### src/rtl/core/stlcd_pkg.sv
`default_nettype none

package stlcd_pkg;

	localparam int unsigned BYTE_W = 8;
	localparam int unsigned LINE_W = 6;
	localparam int unsigned ROWS_W = 3;
	localparam int unsigned ROW_W = 2;
	localparam int unsigned OP_W = 2;

	localparam logic [LINE_W-1:0] LINE_RST = 6'd20;
	localparam logic [LINE_W-1:0] LINE_MAX = 6'd40;
	localparam logic [ROWS_W-1:0] ROWS_RST = 3'd4;
	localparam logic [ROWS_W-1:0] ROWS_MAX = 3'd4;

	localparam logic [BYTE_W-1:0] BYTE_TOGGLE = 8'd172;
	localparam logic [BYTE_W-1:0] BYTE_CR = 8'd13;
	localparam logic [BYTE_W-1:0] BYTE_LF = 8'd10;
	localparam logic [BYTE_W-1:0] BYTE_SPACE = 8'h20;

	localparam int unsigned QUEUE_DEPTH_DEF = 2;

	typedef enum logic [OP_W-1:0] {
		OP_CLEAR = 2'd0,
		OP_CURSOR = 2'd1,
		OP_WRITE = 2'd2,
		OP_LIGHT = 2'd3
	} op_t;

	typedef enum logic [0:0] {
		REG_LINE_LENGTH = 1'b0,
		REG_ROW_COUNT = 1'b1
	} reg_idx_t;

	typedef enum logic [1:0] {
		JK_CURSOR,
		JK_LIGHT,
		JK_PRINT
	} job_kind_t;

	typedef struct packed {
		logic clr0;
		job_kind_t kind;
		logic [ROW_W-1:0] row;
		logic blank_clr;
		logic blank_sp;
		logic [LINE_W-1:0] len;
		logic wrap;
		logic [ROW_W-1:0] wrap_row;
		logic [BYTE_W-1:0] ch;
		logic bl;
	} job_t;

endpackage

`default_nettype wire

### src/rtl/core/stlcd_front.sv
`default_nettype none

module stlcd_front (
	input  wire logic clk,
	input  wire logic arst_n,
	input  wire logic in_valid,
	output logic in_stall,
	input  wire logic [stlcd_pkg::BYTE_W-1:0] rx_byte,
	input  wire logic [stlcd_pkg::LINE_W-1:0] line_length,
	input  wire logic [stlcd_pkg::ROWS_W-1:0] row_count,
	input  wire logic q_full,
	output logic q_push,
	output stlcd_pkg::job_t q_job
);
	import stlcd_pkg::*;

	function automatic logic [LINE_W-1:0] eff_line(input logic [LINE_W-1:0] v);
		if (v == '0) return LINE_W'(1);
		if (v > LINE_MAX) return LINE_MAX;
		return v;
	endfunction

	function automatic logic [ROWS_W-1:0] eff_rows(input logic [ROWS_W-1:0] v);
		if (v == '0) return ROWS_W'(1);
		if (v > ROWS_MAX) return ROWS_MAX;
		return v;
	endfunction

	function automatic logic [ROW_W-1:0] next_row(input logic [ROW_W-1:0] r,
			input logic [ROWS_W-1:0] rows);
		logic [ROWS_W-1:0] n;
		n = ROWS_W'(r) + ROWS_W'(1);
		if (n >= rows) return '0;
		return n[ROW_W-1:0];
	endfunction

	logic [ROW_W-1:0] cur_row_q, cur_row_d;
	logic [LINE_W-1:0] col_q, col_d;
	logic blank_q, blank_d;
	logic wrapped_q, wrapped_d;
	logic first_q, first_d;
	logic bl_q, bl_d;
	logic skip_q, skip_d;

	logic accept;
	logic [LINE_W-1:0] len;
	logic [ROWS_W-1:0] rows;
	logic [ROW_W-1:0] nr;

	assign in_stall = q_full;
	assign accept = in_valid && !q_full;
	assign len = eff_line(line_length);
	assign rows = eff_rows(row_count);
	assign nr = next_row(cur_row_q, rows);

	always_comb begin
		cur_row_d = cur_row_q;
		col_d = col_q;
		blank_d = blank_q;
		wrapped_d = wrapped_q;
		first_d = first_q;
		bl_d = bl_q;
		skip_d = skip_q;
		q_push = 1'b0;
		q_job = '0;
		q_job.clr0 = first_q;
		q_job.len = len;
		q_job.ch = rx_byte;
		if (accept) begin
			if (skip_q) begin
				skip_d = 1'b0;
			end else begin
				q_push = 1'b1;
				first_d = 1'b0;
				if (rx_byte == BYTE_CR) begin
					q_job.kind = JK_CURSOR;
					q_job.row = '0;
					cur_row_d = '0;
					blank_d = 1'b0;
					col_d = '0;
				end else if (rx_byte == BYTE_LF) begin
					q_job.kind = JK_CURSOR;
					q_job.row = nr;
					cur_row_d = nr;
					blank_d = 1'b1;
					col_d = '0;
				end else if (rx_byte == BYTE_TOGGLE) begin
					q_job.kind = JK_LIGHT;
					q_job.bl = !bl_q;
					bl_d = !bl_q;
					skip_d = 1'b1;
				end else begin
					q_job.kind = JK_PRINT;
					q_job.row = cur_row_q;
					if (blank_q) begin
						if (wrapped_q) begin
							q_job.blank_clr = 1'b1;
							wrapped_d = 1'b0;
						end else begin
							q_job.blank_sp = 1'b1;
						end
						blank_d = 1'b0;
					end
					if ((LINE_W+1)'(col_q) + (LINE_W+1)'(1) > (LINE_W+1)'(len)) begin
						q_job.wrap = 1'b1;
						q_job.wrap_row = nr;
						cur_row_d = nr;
						col_d = LINE_W'(1);
						wrapped_d = 1'b1;
					end else begin
						col_d = col_q + LINE_W'(1);
					end
				end
			end
		end
	end

	always_ff @(posedge clk or negedge arst_n) begin
		if (!arst_n) begin
			cur_row_q <= '0;
			col_q <= '0;
			blank_q <= 1'b0;
			wrapped_q <= 1'b0;
			first_q <= 1'b1;
			bl_q <= 1'b1;
			skip_q <= 1'b0;
		end else begin
			cur_row_q <= cur_row_d;
			col_q <= col_d;
			blank_q <= blank_d;
			wrapped_q <= wrapped_d;
			first_q <= first_d;
			bl_q <= bl_d;
			skip_q <= skip_d;
		end
	end

endmodule

`default_nettype wire

### src/rtl/core/stlcd_queue.sv
`default_nettype none

module stlcd_queue #(
	parameter int unsigned DEPTH = stlcd_pkg::QUEUE_DEPTH_DEF
) (
	input  wire logic clk,
	input  wire logic arst_n,
	input  wire logic push,
	input  wire stlcd_pkg::job_t push_job,
	input  wire logic pop,
	output logic full,
	output logic head_valid,
	output stlcd_pkg::job_t head_job
);
	import stlcd_pkg::*;

	localparam int unsigned PTR_W = (DEPTH > 1) ? $clog2(DEPTH) : 1;
	localparam int unsigned CNT_W = $clog2(DEPTH + 1);
	localparam logic [PTR_W-1:0] PTR_LAST = PTR_W'(DEPTH - 1);
	localparam logic [CNT_W-1:0] CNT_FULL = CNT_W'(DEPTH);

	job_t mem_q [DEPTH];
	logic [PTR_W-1:0] wr_ptr_q, rd_ptr_q;
	logic [CNT_W-1:0] cnt_q;
	logic do_push, do_pop;

	assign full = (cnt_q == CNT_FULL);
	assign head_valid = (cnt_q != '0);
	assign head_job = mem_q[rd_ptr_q];
	assign do_push = push && !full;
	assign do_pop = pop && head_valid;

	always_ff @(posedge clk) begin
		if (do_push) begin
			mem_q[wr_ptr_q] <= push_job;
		end
	end

	always_ff @(posedge clk or negedge arst_n) begin
		if (!arst_n) begin
			wr_ptr_q <= '0;
			rd_ptr_q <= '0;
			cnt_q <= '0;
		end else begin
			if (do_push) begin
				wr_ptr_q <= (wr_ptr_q == PTR_LAST) ? '0 : wr_ptr_q + PTR_W'(1);
			end
			if (do_pop) begin
				rd_ptr_q <= (rd_ptr_q == PTR_LAST) ? '0 : rd_ptr_q + PTR_W'(1);
			end
			if (do_push && !do_pop) begin
				cnt_q <= cnt_q + CNT_W'(1);
			end else if (do_pop && !do_push) begin
				cnt_q <= cnt_q - CNT_W'(1);
			end
		end
	end

endmodule

`default_nettype wire

### src/rtl/core/stlcd_back.sv
`default_nettype none

module stlcd_back (
	input  wire logic clk,
	input  wire logic arst_n,
	input  wire logic q_valid,
	input  wire stlcd_pkg::job_t q_job,
	output logic q_pop,
	output logic out_valid,
	input  wire logic out_stall,
	output logic [stlcd_pkg::OP_W-1:0] op,
	output logic [stlcd_pkg::ROW_W-1:0] row,
	output logic [stlcd_pkg::BYTE_W-1:0] char_code,
	output logic backlight_on,
	output logic last
);
	import stlcd_pkg::*;

	typedef enum logic [2:0] {
		PH_CLR0,
		PH_BCLR,
		PH_SPACE,
		PH_BCUR,
		PH_WCUR,
		PH_MAIN
	} phase_t;

	function automatic logic ph_en(input job_t j, input phase_t p);
		logic en;
		unique case (p) inside
			PH_CLR0: en = j.clr0;
			PH_BCLR: en = (j.kind == JK_PRINT) && j.blank_clr;
			PH_SPACE, PH_BCUR: en = (j.kind == JK_PRINT) && j.blank_sp;
			PH_WCUR: en = (j.kind == JK_PRINT) && j.wrap;
			PH_MAIN: en = 1'b1;
			default: en = 1'b0;
		endcase
		return en;
	endfunction

	function automatic phase_t ph_after(input job_t j, input phase_t p);
		phase_t r;
		r = PH_MAIN;
		for (int i = int'(PH_WCUR); i > int'(p); i--) begin
			if (ph_en(j, phase_t'(3'(i)))) r = phase_t'(3'(i));
		end
		return r;
	endfunction

	logic busy_q;
	phase_t ph_q;
	logic [LINE_W-1:0] cnt_q;

	logic out_valid_q;
	op_t op_q;
	logic [ROW_W-1:0] row_q;
	logic [BYTE_W-1:0] char_q;
	logic bl_q;
	logic last_q;

	phase_t cur_ph, nxt_ph;
	logic [LINE_W-1:0] cur_cnt;
	logic advance, in_run, done;
	op_t cmd_op;
	logic [ROW_W-1:0] cmd_row;
	logic [BYTE_W-1:0] cmd_char;
	logic cmd_bl;

	always_comb begin
		if (busy_q) begin
			cur_ph = ph_q;
			cur_cnt = cnt_q;
		end else begin
			cur_ph = q_job.clr0 ? PH_CLR0 : ph_after(q_job, PH_CLR0);
			cur_cnt = '0;
		end
		nxt_ph = ph_after(q_job, cur_ph);
		in_run = (cur_ph == PH_SPACE) &&
			((LINE_W+1)'(cur_cnt) + (LINE_W+1)'(1) < (LINE_W+1)'(q_job.len));
		done = (cur_ph == PH_MAIN);
		advance = q_valid && (!out_valid_q || !out_stall);
		q_pop = advance && done;

		cmd_op = OP_CLEAR;
		cmd_row = '0;
		cmd_char = '0;
		cmd_bl = 1'b0;
		unique case (cur_ph)
			PH_CLR0, PH_BCLR: cmd_op = OP_CLEAR;
			PH_SPACE: begin
				cmd_op = OP_WRITE;
				cmd_char = BYTE_SPACE;
			end
			PH_BCUR: begin
				cmd_op = OP_CURSOR;
				cmd_row = q_job.row;
			end
			PH_WCUR: begin
				cmd_op = OP_CURSOR;
				cmd_row = q_job.wrap_row;
			end
			PH_MAIN: begin
				unique case (q_job.kind)
					JK_CURSOR: begin
						cmd_op = OP_CURSOR;
						cmd_row = q_job.row;
					end
					JK_LIGHT: begin
						cmd_op = OP_LIGHT;
						cmd_bl = q_job.bl;
					end
					JK_PRINT: begin
						cmd_op = OP_WRITE;
						cmd_char = q_job.ch;
					end
					default: cmd_op = OP_CLEAR;
				endcase
			end
			default: cmd_op = OP_CLEAR;
		endcase
	end

	always_ff @(posedge clk or negedge arst_n) begin
		if (!arst_n) begin
			busy_q <= 1'b0;
			ph_q <= PH_CLR0;
			cnt_q <= '0;
			out_valid_q <= 1'b0;
		end else begin
			if (advance) begin
				out_valid_q <= 1'b1;
				busy_q <= !done;
				ph_q <= in_run ? cur_ph : nxt_ph;
				cnt_q <= in_run ? cur_cnt + LINE_W'(1) : '0;
			end else if (!out_stall) begin
				out_valid_q <= 1'b0;
			end
		end
	end

	always_ff @(posedge clk) begin
		if (advance) begin
			op_q <= cmd_op;
			row_q <= cmd_row;
			char_q <= cmd_char;
			bl_q <= cmd_bl;
			last_q <= done;
		end
	end

	assign out_valid = out_valid_q;
	assign op = op_q;
	assign row = row_q;
	assign char_code = char_q;
	assign backlight_on = bl_q;
	assign last = last_q;

endmodule

`default_nettype wire

### src/rtl/core/serial_text_to_char_lcd_sequencer_core.sv
// The first command of an item reaches the output through the item queue and the output register.
// Throughput: one command per cycle from the output register while out_stall is low; an item
// occupies the command generator until all of its commands (1 to 42) are issued.
// Input is taken every cycle while the item queue (QUEUE_DEPTH entries) has room.
// Reset is asynchronous, active low: queue empty, line length 20, four rows,
// backlight on, first item clears the screen.
`default_nettype none

module serial_text_to_char_lcd_sequencer_core #(
	parameter int unsigned QUEUE_DEPTH = stlcd_pkg::QUEUE_DEPTH_DEF
) (
	input  wire logic clk,
	input  wire logic arst_n,
	input  wire logic in_valid,
	output logic in_stall,
	input  wire logic [stlcd_pkg::BYTE_W-1:0] rx_byte,
	output logic out_valid,
	input  wire logic out_stall,
	output logic [stlcd_pkg::OP_W-1:0] op,
	output logic [stlcd_pkg::ROW_W-1:0] row,
	output logic [stlcd_pkg::BYTE_W-1:0] char_code,
	output logic backlight_on,
	output logic last,
	input  wire logic wr_en,
	input  wire logic [0:0] wr_index,
	input  wire logic [stlcd_pkg::LINE_W-1:0] wr_data
);
	import stlcd_pkg::*;

	logic [LINE_W-1:0] line_length_q;
	logic [ROWS_W-1:0] row_count_q;

	logic q_full, q_push, q_pop, q_valid;
	job_t push_job, head_job;

	always_ff @(posedge clk or negedge arst_n) begin
		if (!arst_n) begin
			line_length_q <= LINE_RST;
			row_count_q <= ROWS_RST;
		end else if (wr_en) begin
			unique case (reg_idx_t'(wr_index))
				REG_LINE_LENGTH: line_length_q <= wr_data;
				REG_ROW_COUNT: row_count_q <= wr_data[ROWS_W-1:0];
				default: line_length_q <= line_length_q;
			endcase
		end
	end

	stlcd_front u_front (
		.clk(clk),
		.arst_n(arst_n),
		.in_valid(in_valid),
		.in_stall(in_stall),
		.rx_byte(rx_byte),
		.line_length(line_length_q),
		.row_count(row_count_q),
		.q_full(q_full),
		.q_push(q_push),
		.q_job(push_job)
	);

	stlcd_queue #(
		.DEPTH(QUEUE_DEPTH)
	) u_queue (
		.clk(clk),
		.arst_n(arst_n),
		.push(q_push),
		.push_job(push_job),
		.pop(q_pop),
		.full(q_full),
		.head_valid(q_valid),
		.head_job(head_job)
	);

	stlcd_back u_back (
		.clk(clk),
		.arst_n(arst_n),
		.q_valid(q_valid),
		.q_job(head_job),
		.q_pop(q_pop),
		.out_valid(out_valid),
		.out_stall(out_stall),
		.op(op),
		.row(row),
		.char_code(char_code),
		.backlight_on(backlight_on),
		.last(last)
	);

endmodule

`default_nettype wire

### config.mk
export PLATFORM = sky130hd
export DESIGN_NAME = serial_text_to_char_lcd_sequencer_core
export DESIGN_NICKNAME = d
export VERILOG_FILES = /design/src/rtl/core/stlcd_pkg.sv /design/src/rtl/core/stlcd_front.sv /design/src/rtl/core/stlcd_queue.sv /design/src/rtl/core/stlcd_back.sv /design/src/rtl/core/serial_text_to_char_lcd_sequencer_core.sv
export SDC_FILE = /design/constraint.sdc
export NUM_CORES = 1
export LEC_CHECK = 0
export CORE_MARGIN = 2
export CORE_UTILIZATION = 66
export CTS_BUF_LIST = sky130_fd_sc_hd__clkbuf_8
export DETAILED_ROUTE_END_ITERATION = 12
export DONT_BUFFER_PORTS = 1
export HOLD_SLACK_MARGIN = 0.02
export PLACE_DENSITY = 0.82
export SYNTH_ARGS = -nofsm -noshare
export SYNTH_HDL_FRONTEND = slang
export SYNTH_SLANG_ARGS = --single-unit
### constraint.sdc
create_clock -name clk -period 6.25 [get_ports clk]
set_input_delay 0.9375 -clock clk [delete_from_list [all_inputs] [get_ports clk]]
set_output_delay 0.9375 -clock clk [all_outputs]
set_load 0.05 [all_outputs]
After elaboration in Yosys (flattened, before gate mapping)
Memories as Yosys holds them, arrays and structs flattened.
Index checks and enable logic that the tools add are counted.
- register bits after elaboration: 51
- memory bits (writable): 50
- output and inout bits: 16
- word-level logic and storage cells: 193
- memories kept: 1
- add/sub/neg operators: 9
- order comparisons: 9
- eq/ne operators: 12
- multiplexer cells: 101
- bitwise operators: 5
- reduce and logical (&&, ||, !) cells: 35
- memories (memory ; depth ; width ; read ports ; clocked after Yosys merged registers in ; write ports ; line ; text):
    u_queue.mem_q ; 2 ; 25 ; 1 ; 0 ; 1 ; stlcd_queue.sv:22 ; job_t mem_q [DEPTH];
- operator list (operator ; count):
    $mux 6 ; 12
    $mux 3 ; 22
    $mux 1 ; 46
    $mux 2 ; 13
    $pmux 2 s3 ; 3
    $eq 8x4->1 const B ; 2
    $pmux 8 s2 ; 1
    $add 6x1->7 const B ; 2
    $add 6x1->6 const B ; 2
    $mux 4 ; 3
    $logic_and 1x1->1 ; 11
    $eq 8x8->1 const B ; 1
    $mux 8 ; 1
    $reduce_and 2->1 ; 4
    $gt 7x6->1 ; 1
    $logic_not 1->1 ; 7
    $lt 7x6->1 ; 1
    $eq 3x2->1 const B ; 2
    $eq 3x3->1 const B ; 2
    $gt 2x3->1 const A ; 2
    $gt 6x6->1 const B ; 1
    $logic_not 6->1 ; 1
    $reduce_and 6->1 ; 1
    $reduce_bool 2->1 ; 3
    other kinds (21) ; 27

Logic depth before layout (Yosys ltp)
An unclocked memory read counts as a cell.
- depth after elaboration: 20
- mapped depth: 14

Cells and area by module
Synthesis repeated with hierarchy kept, for this count alone.
- cells, all modules: 399
- area total of the unflattened synthesis: 5177.5 um^2
- by module, submodules not included (module ; instances ; cells an instance ; area an instance (um^2) ; sequential area each (um^2)):
    stlcd_queue ; 1 ; 97 ; 2105.8 ; 1601.5
    stlcd_back ; 1 ; 141 ; 1481.4 ; 695.7
    stlcd_front ; 1 ; 140 ; 1208.7 ; 327.8
    serial_text_to_char_lcd_sequencer_core ; 1 ; 21 ; 381.6 ; 229.0

Worst setup path after synthesis
No wires, ideal clock.
- path type: register to register
- start: register u_queue.rd_ptr_q
- end: register u_queue.cnt_q[1]
- library setup time: 80 ps
- data arrival time: 3094 ps
- setup slack: 3076 ps
- cell stages (with the launch flop): 14
- buffers on the path: 3
- clock period less this slack: 3174 ps
- cell sequence: dfrtp_1 -> buf_6 -> buf_1 -> mux2i_1 -> inv_1 -> ha_1 -> clkbuf_1 -> a211o_1 -> nand2b_4 -> a221oi_4 -> nand2_2 -> ha_1 -> nor2_1 -> xnor2_1
- word-level cells in the longest chain between the ends: 15
- elaborated cells between the ends (all ways): 21
- ends and longest elaborated chain (what ; line ; text):
    start: declaration ; stlcd_queue.sv:23 ; logic [PTR_W-1:0] wr_ptr_q, rd_ptr_q;
    start signal: assignment ; stlcd_queue.sv:49 ; rd_ptr_q <= (rd_ptr_q == PTR_LAST) ? '0 : rd_ptr_q + PTR_W'(1);
    $mem_v2 2x25 * ; -- ;
    $eq 2x2->1 ; stlcd_back.sv:32, stlcd_back.sv:33, stlcd_back.sv:34 ;
    $logic_and 1x1->1 ; stlcd_back.sv:34 ; PH_WCUR: en = (j.kind == JK_PRINT) && j.wrap;
    $mux 1 ; stlcd_back.sv:70 ; if (busy_q) begin
    $mux 1 ; stlcd_back.sv:45 ; if (ph_en(j, phase_t'(3'(i)))) r = phase_t'(3'(i));
    $mux 3 (2 in series) ; stlcd_back.sv:45 ;
    $mux 3 * ; stlcd_back.sv:74 ; cur_ph = q_job.clr0 ? PH_CLR0 : ph_after(q_job, PH_CLR0);
    $mux 3 * ; stlcd_back.sv:70 ;
    $eq 3x3->1 * ; stlcd_back.sv:80 ; done = (cur_ph == PH_MAIN);
    via u_back.done ; stlcd_back.sv:63 ; logic advance, in_run, done;
    $logic_and 1x1->1 * ; stlcd_back.sv:82 ; q_pop = advance && done;
    $logic_and 1x1->1 * ; stlcd_queue.sv:31 ; assign do_pop = pop && head_valid;
    $logic_not 1->1 ; stlcd_queue.sv:51 ; if (do_push && !do_pop) begin
    $logic_and 1x1->1 ; stlcd_queue.sv:51 ;
    $mux 2 / $reduce_bool 2->1 (equally long branches) ; -- ;
    end signal: assignment ; stlcd_queue.sv:52 ; cnt_q <= cnt_q + CNT_W'(1);
    end signal: assignment ; stlcd_queue.sv:54 ; cnt_q <= cnt_q - CNT_W'(1);
    end: declaration ; stlcd_queue.sv:24 ; logic [CNT_W-1:0] cnt_q;
The timed path passes the listed nets; every way through them passes the cells marked *. The select of a mux whose other input is x is not followed.
A chain may end at the register's enable or synchronous reset.

Worst setup path after layout
Same ends and word-level chain as after synthesis.

==> summary.txt <==
Status
  – Status: finished, final reports clean

Setup path
  – Critical path arrival: 3.52 ns
  – Worst-path maximum fanout: 28
  – Crit end category: register
  – Worst Path Required: 6.52 ns
  – Startpoint types: register
  – WS Path Type: reg2reg
  – R2R setup slack: 3.00 ns

Placed design
  – DP Cell Count: 467
  – Post-Place Worst Slack: 3.03 ns
  – Post-DP HPWL: 5920 microns
  – Final GP Congestion: 0.821
  – Port bufs: 0
  – DP Area: 0.00484 sq mm

Floorplanning
  – Io pins: 36
  – Die area: 0.00790 sq mm
  – Site Rows: 30
  – Chip Height: 88.9 microns
  – CORE AREA: 0.00687 sq mm
  – DIE WIDTH: 88.9 microns
  – Initial Utilization: 69.2%

Timing
  – Final worst slack: 3.00 ns
  – Slew Limit Headroom: 26.0%
  – Final setup fails: 0
  – Clock period minus worst slack: 3.25 ns
  – Slew @ Worst Pin: 1.11 ns
  – RSZ-0062 raised after global routing: no
  – Fmax: 308 MHz
  – Clock Skew: 0.00945 ns
  – Max Slew Vio Count: 0
  – Sum Neg Setup Slack: 0 ns
  – Final hold vios: 0
  – Fin crit share: 52.0%

Route
  – WL final: 8220 microns
  – 1st-iter DRT viols: 196
  – Post-DR wirelength/cell: 17.0 microns
  – Vias/cell: 5.90
  – Routed Antenna Nets: 0
  – Drt pass-1 iters: 5
  – Via count: 2848
  – DRC: 0

Power and ir drop
  – Pwr dens: 465 mW/mm^2
  – Leakage: 2.07 nW
  – Peak supply drop: 0.295 mV

Clock network
  – Clock Latency Late Sink: 0.35 ns
  – Root Buffer: clkbuf_8
  – Num CTS Buffers: 9
  – CTS sink cnt: 101
  – Post-CTS Setup Inserts: 0
  – CTS tree: done
  – Clock tree buffer depth: 2
  – H-tree depth: 3
  – Clock transition at path regs: 0.09 ns
  – Post-CTS Hold Fix Bufs: 0
  – Post-CTS sizing: 0

Cells and area
  – Post-layout util: 73.2%
  – Most common cell after layout, fill and taps aside: edfxtp_1
  – Layout cells sized above 1: 11.9%
  – Nets: 423
  – Finished Layout Cells: 483
  – Layout overhead on the synthesized area: 5.74%
  – Post-route cell area: 0.00502 sq mm
  – Commonest non-fill, non-tap cells in the layout: 64 x edfxtp_1, 37 x nand2_1, 32 x dfrtp_1
  – Diode count: 0

Synthesis
  – Syn Std Cell Area: 0.00475 sq mm
  – Mapped Avg Cell Area: 12.5 sq um
  – Syn Inst Count: 379
  – Synthesized flop and latch total: 101
  – Post-synth EDFFs: 64
  – Synth cell types: 53
  – Synth warnings: 0
  – Sequential-to-total area share from yosys stat: 60.1%
  – Main flop type after synthesis: edfxtp_1
  – Syn Nets: 420
  – Async S/R FF share, synth: 36.6%

Run
  – Max_cap viols: 0

Min path
  – HP Class: in2async

Global routing
  – Grt total ovfl: 0
  – Vias in the first global route: 2761
  – Gr usage total: 22.9%
  – Global-route wire length before repair: 13500 microns
  – Initial antenna violation count: 0
  – Largest net degree at the start of global routing: 38
-- critical path, cell delays in order, from the launching register on --
cell and delay [ns]:
dfrtp_1 0.33, buf_4 0.39, mux2i_1 0.41, inv_1 0.09
ha_1 0.29, a211o_1 0.34, nand2b_4 0.17, a221oi_4 0.35
nand2_2 0.14, ha_1 0.25, xor2_1 0.14, nor2_1 0.12
xnor2_1 0.13
-- cells in the mapped netlist (2+ instances only) --
cell / n / share of area, %
edfxtp_1: 64 / 40
nand2_1: 37 / 2.9
dfrtp_1: 32 / 17
nor2_1: 30 / 2.4
ha_1: 21 / 5.5
mux2i_1: 20 / 4.2
inv_1: 18 / 1.4
nand3_1: 14 / 1.5
o21ai_0: 14 / 1.5
mux2_2: 13 / 3.1
xnor2_1: 11 / 2.0
a21oi_1: 10 / 1.1
a22o_1: 10 / 1.8
clkbuf_1: 6 / 0.47
and2_1: 5 / 0.66
dfstp_2: 5 / 2.8
a21o_1: 4 / 0.63
and3_1: 4 / 0.53
o21a_1: 4 / 0.63
nand2b_1: 3 / 0.39
nand4_1: 3 / 0.39
nor2b_1: 3 / 0.39
nor3_1: 3 / 0.32
nor3b_1: 3 / 0.47
o21ai_1: 3 / 0.32
a211o_1: 2 / 0.37
a21boi_0: 2 / 0.32
a31oi_1: 2 / 0.26
buf_2: 2 / 0.21
mux2_4: 2 / 0.63
nand2_2: 2 / 0.26
o22ai_1: 2 / 0.26
o2bb2ai_1: 2 / 0.37
o32ai_1: 2 / 0.37
or2_2: 2 / 0.26
xor2_1: 2 / 0.37
-- area by class of cell --
class,count,area [sq um]
clock buffers,9,124
clock inverters,7,58.8
fillers,464,1840
inverters,18,67.6
multi-input cells,250,1790
flip-flops and latches,101,2850
well taps,96,120
repair buffers,2,15.0
-- final timing paths --
kind,from,to,cells after the start
setup reg to reg,u_queue.rd_ptr_q,u_queue.cnt_q[1],12
hold / removal,arst_n,u_back.cnt_q[1],0
hold reg to reg,u_front.skip_q,u_front.skip_q,2
setup / recovery,u_queue.rd_ptr_q,u_queue.cnt_q[1],12
max in group asynchronous,arst_n,row_count_q[2],0
min in group clk,u_front.skip_q,u_front.skip_q,2
-- logic make-up (layout without fill, tap and decap cells) --
kind of cell	Yosys count	after routing	share of synthesized area, %
simple gates	113	113	11.4
fa+ha+maj	21	21	5.53
buf+inv	28	36	2.42
compound gates	68	68	10.3
mux	35	35	7.93
flops	101	101	60.1
xor+xnor	13	13	2.40
-- state kept, by name, indices dropped and copies added, names as in the netlist, 2 cells and up --
name               flops
u_queue.mem_q         50
u_back.char_code       8
line_length_q          6
u_back.cnt_q           6
u_front.col_q          6
row_count_q            3
u_back.ph_q            3
u_back.op              2
u_back.row             2
u_front.cur_row_q      2
u_queue.cnt_q          2
-- routing by layer --
metal  global-route usage [%]  wire length [microns]  vias to the layer above
li1                         -                      -                     1384
met1                     31.8                   3740                     1365
met2                     36.2                   3980                       89
met3                     5.88                    387                       10
met4                     6.34                    114                        0
met5                        0                      0                        -
-- per-stage QoR --
step | hold WS (ns) | power [mW]
2_1_floorplan | 0.439 | 1.80
5_1_grt | 0.239 | 2.49
3_5_place_dp | 0.462 | 1.97
3_3_place_gp | 0.455 | 1.93
4_1_cts | 0.252 | 2.35
6_report | 0.275 | 2.34
-- where the power goes --
group,internal [mW],switching [mW]
logic,0.303,0.448
registers,0.945,0.258
clock network,0.179,0.203
Note: power is estimated with default switching activity, not from simulation.
